<file path="src/rtl/ptbb_pkg.sv">
// Shared types and constants for the point table with bounding box.
// Used by the controller, the datapath, the top level and the port checker.
// Depends on nothing.
package ptbb_pkg;

    localparam int COORD_BITS  = 16;
    localparam int OP_W        = 2;
    localparam int POS_W       = 6;
    localparam int COUNT_W     = 7;
    localparam int STATUS_W    = 2;
    localparam int CAPACITY    = 64;

    localparam logic [OP_W-1:0] OP_INSERT     = 2'd0;
    localparam logic [OP_W-1:0] OP_REMOVE_PT  = 2'd1;
    localparam logic [OP_W-1:0] OP_REMOVE_POS = 2'd2;

    localparam logic [STATUS_W-1:0] STAT_OK   = 2'd0;
    localparam logic [STATUS_W-1:0] STAT_MISS = 2'd1;
    localparam logic [STATUS_W-1:0] STAT_FULL = 2'd2;

    localparam logic signed [COORD_BITS-1:0] COORD_MAXV = {1'b0, {(COORD_BITS-1){1'b1}}};
    localparam logic signed [COORD_BITS-1:0] COORD_MINV = {1'b1, {(COORD_BITS-1){1'b0}}};

    typedef struct packed {
        logic [OP_W-1:0]              operation;
        logic signed [COORD_BITS-1:0] coord_x;
        logic signed [COORD_BITS-1:0] coord_y;
        logic signed [COORD_BITS-1:0] coord_z;
        logic [POS_W-1:0]             position;
    } t_in_item;

    typedef struct packed {
        logic [STATUS_W-1:0]          status;
        logic [COUNT_W-1:0]           entry_count;
        logic                         box_valid;
        logic signed [COORD_BITS-1:0] box_min_x;
        logic signed [COORD_BITS-1:0] box_max_x;
        logic signed [COORD_BITS-1:0] box_min_y;
        logic signed [COORD_BITS-1:0] box_max_y;
        logic signed [COORD_BITS-1:0] box_min_z;
        logic signed [COORD_BITS-1:0] box_max_z;
    } t_out_item;

    typedef struct packed {
        logic signed [COORD_BITS-1:0] x;
        logic signed [COORD_BITS-1:0] y;
        logic signed [COORD_BITS-1:0] z;
    } t_point;

    typedef enum logic [2:0] {
        S_IDLE,
        S_DISPATCH,
        S_SCAN_RD,
        S_SCAN_CMP,
        S_SHIFT_RD,
        S_SHIFT_WR,
        S_FINISH
    } t_state;

    // Commands from the controller to the datapath.
    typedef struct packed {
        logic                load;
        logic                ins_wr;
        logic                idx_load_pos;
        logic                idx_inc;
        logic                rd_next;
        logic                shift_wr;
        logic                cnt_dec;
        logic                set_status;
        logic [STATUS_W-1:0] status;
        logic                finish;
    } t_cmd;

    // Status from the datapath back to the controller.
    typedef struct packed {
        logic [OP_W-1:0] op;
        logic            full;
        logic            pos_ok;
        logic            scan_end;
        logic            match;
        logic            more;
    } t_dp_sts;

endpackage

</file>
<file path="src/rtl/point_table_with_bounding_box.sv">
// Point table with running bounding box, top level.
// Instantiates ptbb_ctrl and ptbb_dp; types and constants come from ptbb_pkg.
//
// Usage:
//   A transaction is accepted at a rising edge where start is high and busy
//   is low; i_item carries the operation, the coordinates and the position.
//   Exactly one result follows on o_result, marked by o_strobe for a single
//   cycle. The receiver cannot hold results off; busy is low again in the
//   cycle the strobe is shown, so the next transaction may start then.
// Sequence (start edge to strobe):
//   insert, refused insert, bad position or unknown code: dispatch, then finish.
//   remove by position p: dispatch, then shift every entry above p one place lower.
//   remove by coordinates: search from entry 0 until a match, then shift the
//   later entries down as above; with no match the search runs to the count.
//   The point memory has one registered read port and one write port: the
//   search reads an entry and then compares it, and the shift reads one entry
//   and then writes it one place lower.
// Reset (synchronous, active low) empties the table and returns the box to
//   most positive minimums and most negative maximums; no clearing pass is
//   needed since entries at or above the count are never used.
module point_table_with_bounding_box #(
    parameter int CAPACITY = ptbb_pkg::CAPACITY
) (
    input  logic                i_clk,
    input  logic                i_rst_n,
    input  logic                start,
    output logic                busy,
    input  ptbb_pkg::t_in_item  i_item,
    output logic                o_strobe,
    output ptbb_pkg::t_out_item o_result
);

    ptbb_pkg::t_cmd    cmd;
    ptbb_pkg::t_dp_sts sts;

    ptbb_ctrl u_ctrl (
        .i_clk   (i_clk),
        .i_rst_n (i_rst_n),
        .i_start (start),
        .i_sts   (sts),
        .o_cmd   (cmd),
        .o_busy  (busy)
    );

    ptbb_dp #(
        .CAPACITY (CAPACITY)
    ) u_dp (
        .i_clk    (i_clk),
        .i_rst_n  (i_rst_n),
        .i_item   (i_item),
        .i_cmd    (cmd),
        .o_sts    (sts),
        .o_strobe (o_strobe),
        .o_result (o_result)
    );

endmodule

</file>
<file path="src/rtl/ptbb_ctrl.sv">
// Controller state machine for the point table: sequences insert, search and
// order-keeping shift. Depends on ptbb_pkg for the state, command and status types.
module ptbb_ctrl (
    input  logic             i_clk,
    input  logic             i_rst_n,
    input  logic             i_start,
    input  ptbb_pkg::t_dp_sts i_sts,
    output ptbb_pkg::t_cmd   o_cmd,
    output logic             o_busy
);

    ptbb_pkg::t_state r_state;
    ptbb_pkg::t_state n_state;

    always_ff @(posedge i_clk) begin
        if (!i_rst_n) begin
            r_state <= ptbb_pkg::S_IDLE;
        end else begin
            r_state <= n_state;
        end
    end

    always_comb begin
        n_state = r_state;
        o_cmd   = '0;
        o_busy  = (r_state != ptbb_pkg::S_IDLE);
        case (r_state)
            ptbb_pkg::S_IDLE: begin
                if (i_start) begin
                    o_cmd.load = 1'b1;
                    n_state    = ptbb_pkg::S_DISPATCH;
                end
            end
            ptbb_pkg::S_DISPATCH: begin
                n_state = ptbb_pkg::S_FINISH;
                o_cmd.set_status = 1'b1;
                o_cmd.status     = ptbb_pkg::STAT_MISS;
                case (i_sts.op)
                    ptbb_pkg::OP_INSERT: begin
                        if (i_sts.full) begin
                            o_cmd.status = ptbb_pkg::STAT_FULL;
                        end else begin
                            o_cmd.ins_wr = 1'b1;
                            o_cmd.status = ptbb_pkg::STAT_OK;
                        end
                    end
                    ptbb_pkg::OP_REMOVE_PT: begin
                        o_cmd.set_status = 1'b0;
                        n_state          = ptbb_pkg::S_SCAN_RD;
                    end
                    ptbb_pkg::OP_REMOVE_POS: begin
                        if (i_sts.pos_ok) begin
                            o_cmd.set_status   = 1'b0;
                            o_cmd.idx_load_pos = 1'b1;
                            n_state            = ptbb_pkg::S_SHIFT_RD;
                        end
                    end
                    default: begin
                    end
                endcase
            end
            ptbb_pkg::S_SCAN_RD: begin
                // The entry at the index is read here and, unless the scan is at the count, compared next cycle.
                if (i_sts.scan_end) begin
                    o_cmd.set_status = 1'b1;
                    o_cmd.status     = ptbb_pkg::STAT_MISS;
                    n_state          = ptbb_pkg::S_FINISH;
                end else begin
                    n_state = ptbb_pkg::S_SCAN_CMP;
                end
            end
            ptbb_pkg::S_SCAN_CMP: begin
                if (i_sts.match) begin
                    n_state = ptbb_pkg::S_SHIFT_RD;
                end else begin
                    o_cmd.idx_inc = 1'b1;
                    n_state       = ptbb_pkg::S_SCAN_RD;
                end
            end
            ptbb_pkg::S_SHIFT_RD: begin
                if (i_sts.more) begin
                    o_cmd.rd_next = 1'b1;
                    n_state       = ptbb_pkg::S_SHIFT_WR;
                end else begin
                    o_cmd.cnt_dec    = 1'b1;
                    o_cmd.set_status = 1'b1;
                    o_cmd.status     = ptbb_pkg::STAT_OK;
                    n_state          = ptbb_pkg::S_FINISH;
                end
            end
            ptbb_pkg::S_SHIFT_WR: begin
                o_cmd.shift_wr = 1'b1;
                o_cmd.idx_inc  = 1'b1;
                n_state        = ptbb_pkg::S_SHIFT_RD;
            end
            ptbb_pkg::S_FINISH: begin
                o_cmd.finish = 1'b1;
                n_state      = ptbb_pkg::S_IDLE;
            end
            default: begin
                n_state = ptbb_pkg::S_IDLE;
            end
        endcase
    end

endmodule

</file>
<file path="src/rtl/ptbb_dp.sv">
// Datapath for the point table: point memory, count, scan index, bounding box
// and the result register. Depends on ptbb_pkg; driven by ptbb_ctrl commands.
module ptbb_dp #(
    parameter int CAPACITY = ptbb_pkg::CAPACITY
) (
    input  logic                i_clk,
    input  logic                i_rst_n,
    input  ptbb_pkg::t_in_item  i_item,
    input  ptbb_pkg::t_cmd      i_cmd,
    output ptbb_pkg::t_dp_sts   o_sts,
    output logic                o_strobe,
    output ptbb_pkg::t_out_item o_result
);

    localparam int IDX_W = $clog2(CAPACITY);
    localparam int CNT_W = $clog2(CAPACITY + 1);
    localparam int PW    = (CNT_W > ptbb_pkg::POS_W) ? CNT_W : ptbb_pkg::POS_W;
    localparam int CB    = ptbb_pkg::COORD_BITS;

    ptbb_pkg::t_point r_mem [CAPACITY];
    ptbb_pkg::t_point r_rdata;
    ptbb_pkg::t_point r_pt;
    ptbb_pkg::t_point wr_data;
    logic [IDX_W-1:0] wr_addr;
    logic [IDX_W-1:0] rd_addr;
    logic             wr_en;
    logic [CNT_W:0]   idx_plus;

    logic [ptbb_pkg::OP_W-1:0]     r_op;
    logic [ptbb_pkg::POS_W-1:0]    r_pos;
    logic [ptbb_pkg::STATUS_W-1:0] r_status;
    logic [CNT_W-1:0]              r_cnt;
    logic [CNT_W-1:0]              r_idx;
    logic signed [CB-1:0]          r_low [3];
    logic signed [CB-1:0]          r_high [3];
    logic signed [CB-1:0]          in_c [3];
    logic                          r_strobe;
    ptbb_pkg::t_out_item           r_result;

    assign idx_plus = {1'b0, r_idx} + (CNT_W + 1)'(1);
    assign rd_addr  = i_cmd.rd_next ? idx_plus[IDX_W-1:0] : r_idx[IDX_W-1:0];
    assign wr_en    = i_cmd.ins_wr | i_cmd.shift_wr;
    assign wr_addr  = i_cmd.ins_wr ? r_cnt[IDX_W-1:0] : r_idx[IDX_W-1:0];
    assign wr_data  = i_cmd.ins_wr ? r_pt : r_rdata;

    assign in_c[0] = r_pt.x;
    assign in_c[1] = r_pt.y;
    assign in_c[2] = r_pt.z;

    always_ff @(posedge i_clk) begin
        if (wr_en) begin
            r_mem[wr_addr] <= wr_data;
        end
        r_rdata <= r_mem[rd_addr];
    end

    always_ff @(posedge i_clk) begin
        if (i_cmd.load) begin
            r_op   <= i_item.operation;
            r_pos  <= i_item.position;
            r_pt.x <= i_item.coord_x;
            r_pt.y <= i_item.coord_y;
            r_pt.z <= i_item.coord_z;
        end
        if (i_cmd.set_status) begin
            r_status <= i_cmd.status;
        end
        if (i_cmd.load) begin
            r_idx <= '0;
        end else if (i_cmd.idx_load_pos) begin
            r_idx <= CNT_W'(r_pos);
        end else if (i_cmd.idx_inc) begin
            r_idx <= idx_plus[CNT_W-1:0];
        end
        if (i_cmd.finish) begin
            r_result.status      <= r_status;
            r_result.entry_count <= ptbb_pkg::COUNT_W'(r_cnt);
            r_result.box_valid   <= (r_low[0] <= r_high[0]);
            r_result.box_min_x   <= r_low[0];
            r_result.box_max_x   <= r_high[0];
            r_result.box_min_y   <= r_low[1];
            r_result.box_max_y   <= r_high[1];
            r_result.box_min_z   <= r_low[2];
            r_result.box_max_z   <= r_high[2];
        end
    end

    always_ff @(posedge i_clk) begin
        if (!i_rst_n) begin
            r_cnt    <= '0;
            r_strobe <= 1'b0;
            for (int k = 0; k < 3; k++) begin
                r_low[k]  <= ptbb_pkg::COORD_MAXV;
                r_high[k] <= ptbb_pkg::COORD_MINV;
            end
        end else begin
            r_strobe <= i_cmd.finish;
            if (i_cmd.ins_wr) begin
                r_cnt <= r_cnt + CNT_W'(1);
                for (int k = 0; k < 3; k++) begin
                    if (in_c[k] < r_low[k]) begin
                        r_low[k] <= in_c[k];
                    end
                    if (in_c[k] > r_high[k]) begin
                        r_high[k] <= in_c[k];
                    end
                end
            end else if (i_cmd.cnt_dec) begin
                r_cnt <= r_cnt - CNT_W'(1);
            end
        end
    end

    assign o_sts.op       = r_op;
    assign o_sts.full     = (r_cnt == CNT_W'(CAPACITY));
    assign o_sts.pos_ok   = (PW'(r_pos) < PW'(r_cnt));
    assign o_sts.scan_end = (r_idx >= r_cnt);
    assign o_sts.match    = (r_rdata == r_pt);
    assign o_sts.more     = (idx_plus < {1'b0, r_cnt});

    assign o_strobe = r_strobe;
    assign o_result = r_result;

endmodule

</file>
<file path="config.mk">
export PLATFORM = sky130hd
export DESIGN_NAME = point_table_with_bounding_box
export DESIGN_NICKNAME = d
export VERILOG_FILES = /design/src/rtl/ptbb_pkg.sv /design/src/rtl/point_table_with_bounding_box.sv /design/src/rtl/ptbb_ctrl.sv /design/src/rtl/ptbb_dp.sv
export SDC_FILE = /design/constraint.sdc
export NUM_CORES = 2
export LEC_CHECK = 0
export BUFFER_PORTS_ARGS = -buffer_cell sky130_fd_sc_hd__buf_4
export CAP_MARGIN = 20
export CORE_AREA = 2 2 778 780
export CTS_CLUSTER_SIZE = 30
export DETAILED_ROUTE_END_ITERATION = 16
export DIE_AREA = 0 0 780 782
export GPL_ROUTABILITY_DRIVEN = 0
export SLEW_MARGIN = 15
export SYNTH_ARGS = -nofsm -noshare
export SYNTH_HDL_FRONTEND = slang
export SYNTH_HIERARCHICAL = 1
export SYNTH_SLANG_ARGS = --single-unit
</file>
<file path="constraint.sdc">
create_clock -name i_clk -period 11.6 [get_ports i_clk]
set_clock_uncertainty 0.15 [all_clocks]
set_input_delay 1.16 -clock i_clk [delete_from_list [all_inputs] [get_ports i_clk]]
set_output_delay 1.16 -clock i_clk [all_outputs]
set_load 0.03 [all_outputs]
</file>
==> results.cfg <==
[outcome]
outcome = finished clean

[clock_tree]
htree_levels = 5
hold_buffers = 0
cts_tree = yes
clock_sinks = 3398
cts_buffers = 352
cts_root_buffer = clkbuf_16
cts_resized = 0
clk_path_buf_depth = 4
path_clk_slew_ns = 0.06
clk_latency_ns = 1.00
post_cts_buffers = 0

[synthesis]
yosysSeqAreaShare = 0.676
synth_top_family_by_area = multiplexers
ys.flop_type = edfxtp_1
synth_edf_count = 3332
synth_xor_area_frac = 0.00403
synth_nets = 10600
synth.distinct_cells = 71
yosys_warnings = 6
synth-compound-area-share = 0.103
muxShareOfSynthArea = 0.125
synth-seq-cells = 3398
syn_avg_cell_area_sq_um = 14.4
synth_adder_area_share = 0.0116
synth_cells = 10400
async_flop_share = 0
synth_simple_gate_area_frac = 0.0557
syn_area_sq_um = 150000

[sta]
worstMarginPinSlew_ns = 1.26
setup_tns_ns = 0
grt_setup_unrepaired = no
fmax_mhz = 121
relSlewSlack = 0.160
fin_crit_ns = 8.24
setup_viol = 0
finalCritPeriodShare = 0.711
hold_viol = 0
slew_violations = 0

[critical_path]
crit_chain = buf_4 -> and2_1 -> nand2_1 -> xnor2_1 -> ha_1 -> o21ai_0 -> nand2b_1 -> a21oi_1 -> nor2b_1 -> a311oi_1 -> nor3b_2 -> buf_4 -> nand4_4 -> xnor2_2 -> buf_12 -> buf_4 -> buf_12 -> mux2i_1 -> a211oi_1 -> nor3_1 -> or4_1 -> nor3_1
critPathMostFrequentCell = buf_4
critPathKind = flop to flop
start_kind = flop
slowest_delay_ns = 0.80
arrival_ns = 8.95
slowest_stage = dfxtp_4
cp.required_ns = 12.31
end_kind = flop
crit_fanout = 111

[cells_and_area]
layout.nets = 10700
fin_cells = 18900
areaGrowthSynthToFinish_pct = 15.6
final_cell_mix = 3332 x edfxtp_1, 1746 x mux2i_1, 1116 x o22ai_1, 610 x a21oi_1, 441 x buf_4
fin_area_sq_um = 173000
mostFrequentLayoutCell = edfxtp_1
drive_above_1_share = 0.115

[floorplanning]
rows = 285
fp.dieArea_sq_um = 610000
die_width_um = 780
pin_count = 167
die_h_um = 782
start_util = 0.249
core_sq_um = 601000

[run]
max_cap_violations = 0

[routing]
drc = 0
dr_total_vias = 104000
first_iter_violations = 17200
routedWlPerCell_um = 30.5
dr.pass1.iters = 6
ant_nets = 0
viasPerCell = 5.50
wirelength_mm = 577

[pwr]
power.total_mw = 37.8
power.static_leakage_nw = 51.6
ir_drop_v = 0.000216
power_density_nw_per_um2 = 218

[place]
portBuffers = 166
dp_hpwl_mm = 310
dpl_cell_area_sq_um = 162000
dp.cells = 18200

[grt]
grt_max_degree = 129
grt_pass1_wl_mm = 780
grt_antenna_before_repair = 32
grt_pass1_vias = 96800
grt-ovfl-total = 0
track_usage = 0.178

[worst_hold_path]
hp-class = input pin to flop
stage by stage:
stage                     utilization  hold WS, ns  setup WS (ns)
after floorplan                     -        0.250           5.91
after global routing            0.288        0.163           3.08
final                           0.288        0.187           3.36
after global placement          0.269        0.265           3.72
after detailed placement        0.269        0.261           3.76
after CTS                       0.287        0.134           3.70
cell usage after synthesis (all sizes together), types with 44 or more instances:
cell type  number  area [sq um]
nand4          70           453
nor3          295          1480
edfxtp       3332        100000
a21oi         610          3050
nor2b         161          1010
and2           97           607
nand2         278          1040
o22ai        1116          6980
o221ai         46           403
a211oi        338          2540
mux2i        1746         17500
o22a           45           394
mux2           52           586
buf           278          1620
a22oi          50           375
o21ai         132           661
ha            137          1710
dfxtp          66          1320
xor2           59           517
inv           117           439
a32oi          49           429
or4            45           338
or2            51           319
or4b           44           440
nor2          502          1880
clkbuf        461          1730
path summary, 6_finish.rpt:
kind                                       start                 end  slack [ns]  depth (start not counted)
worst max register to register     u_dp/r_idx[3]    u_dp/r_rdata[41]        3.36                         22
worst min-delay path                  i_item[51]       u_dp/in_c[45]        0.19                          1
worst min register to register  u_dp/r_status[1]  u_dp/o_result[105]        0.27                          0
worst max-delay path               u_dp/r_idx[3]    u_dp/r_rdata[41]        3.36                         22
worst max-delay path, delay by kind of cell (launching register included):
| kind | cells | cell delay, ns |
|---|---|---|
| adder cells (fa/ha/maj) | 1 | 0.27 |
| buffers and inverters | 5 | 2.60 |
| AO/OA/AOI/OAI | 4 | 0.83 |
| multiplexers | 1 | 0.24 |
| flip-flops | 1 | 0.80 |
| AND/OR/NAND/NOR | 9 | 2.09 |
| XOR/XNOR | 2 | 0.72 |
cells by family (layout without fill, tap and decap cells):
family,Yosys count,in the layout
multiplexers,1826,1826
XOR/XNOR,69,69
AO/OA/AOI/OAI,2461,2461
adder cells (fa/ha/maj),138,138
AND/OR/NAND/NOR,1670,1670
flip-flops,3398,3398
other,0,8
buffers and inverters,858,1272
registers in the layout, summed over array words and instances, names as in the netlist:
| name | cells |
|---|---|
| u_dp/r_idx | 7 |
| u_ctrl/r_state | 3 |
| u_dp/r_rdata | 48 |
| u_dp/o_strobe | 1 |
| u_dp/r_op | 2 |
| u_dp/r_high | 48 |
| u_dp/r_status | 2 |
| u_dp/r_mem | 3072 |
| u_dp/r_cnt | 7 |
| u_dp/r_pos | 6 |
| u_dp/in_c | 48 |
| u_dp/o_result | 106 |
| u_dp/r_low | 48 |
routing by layer:
metal / GRT usage / routed length [um] / up-vias
met4: 0.103 / 37500 / 14
met5: 0 / 91 / -
met2: 0.270 / 250000 / 7735
met3: 0.0453 / 73200 / 1755
met1: 0.231 / 216000 / 52600
li1: - / - / 41700
cell type report:
| type | count | area [sq um] |
|---|---|---|
| clock buffers | 468 | 9580 |
| well taps | 8036 | 10100 |
| diodes | 8 | 20.0 |
| clock inverters | 182 | 1620 |
| repair buffers | 503 | 4640 |
| fillers | 60100 | 428000 |
| flip-flops and latches | 3398 | 101000 |
| multi-input cells | 6164 | 45700 |
| inverters | 119 | 447 |
power breakdown:
group	switching [mW]	internal, mW
clock network	4.89	6.32
logic	7.38	3.03
registers	0.390	15.8
total	12.7	25.1
Note: power is estimated with default switching activity, not from simulation.
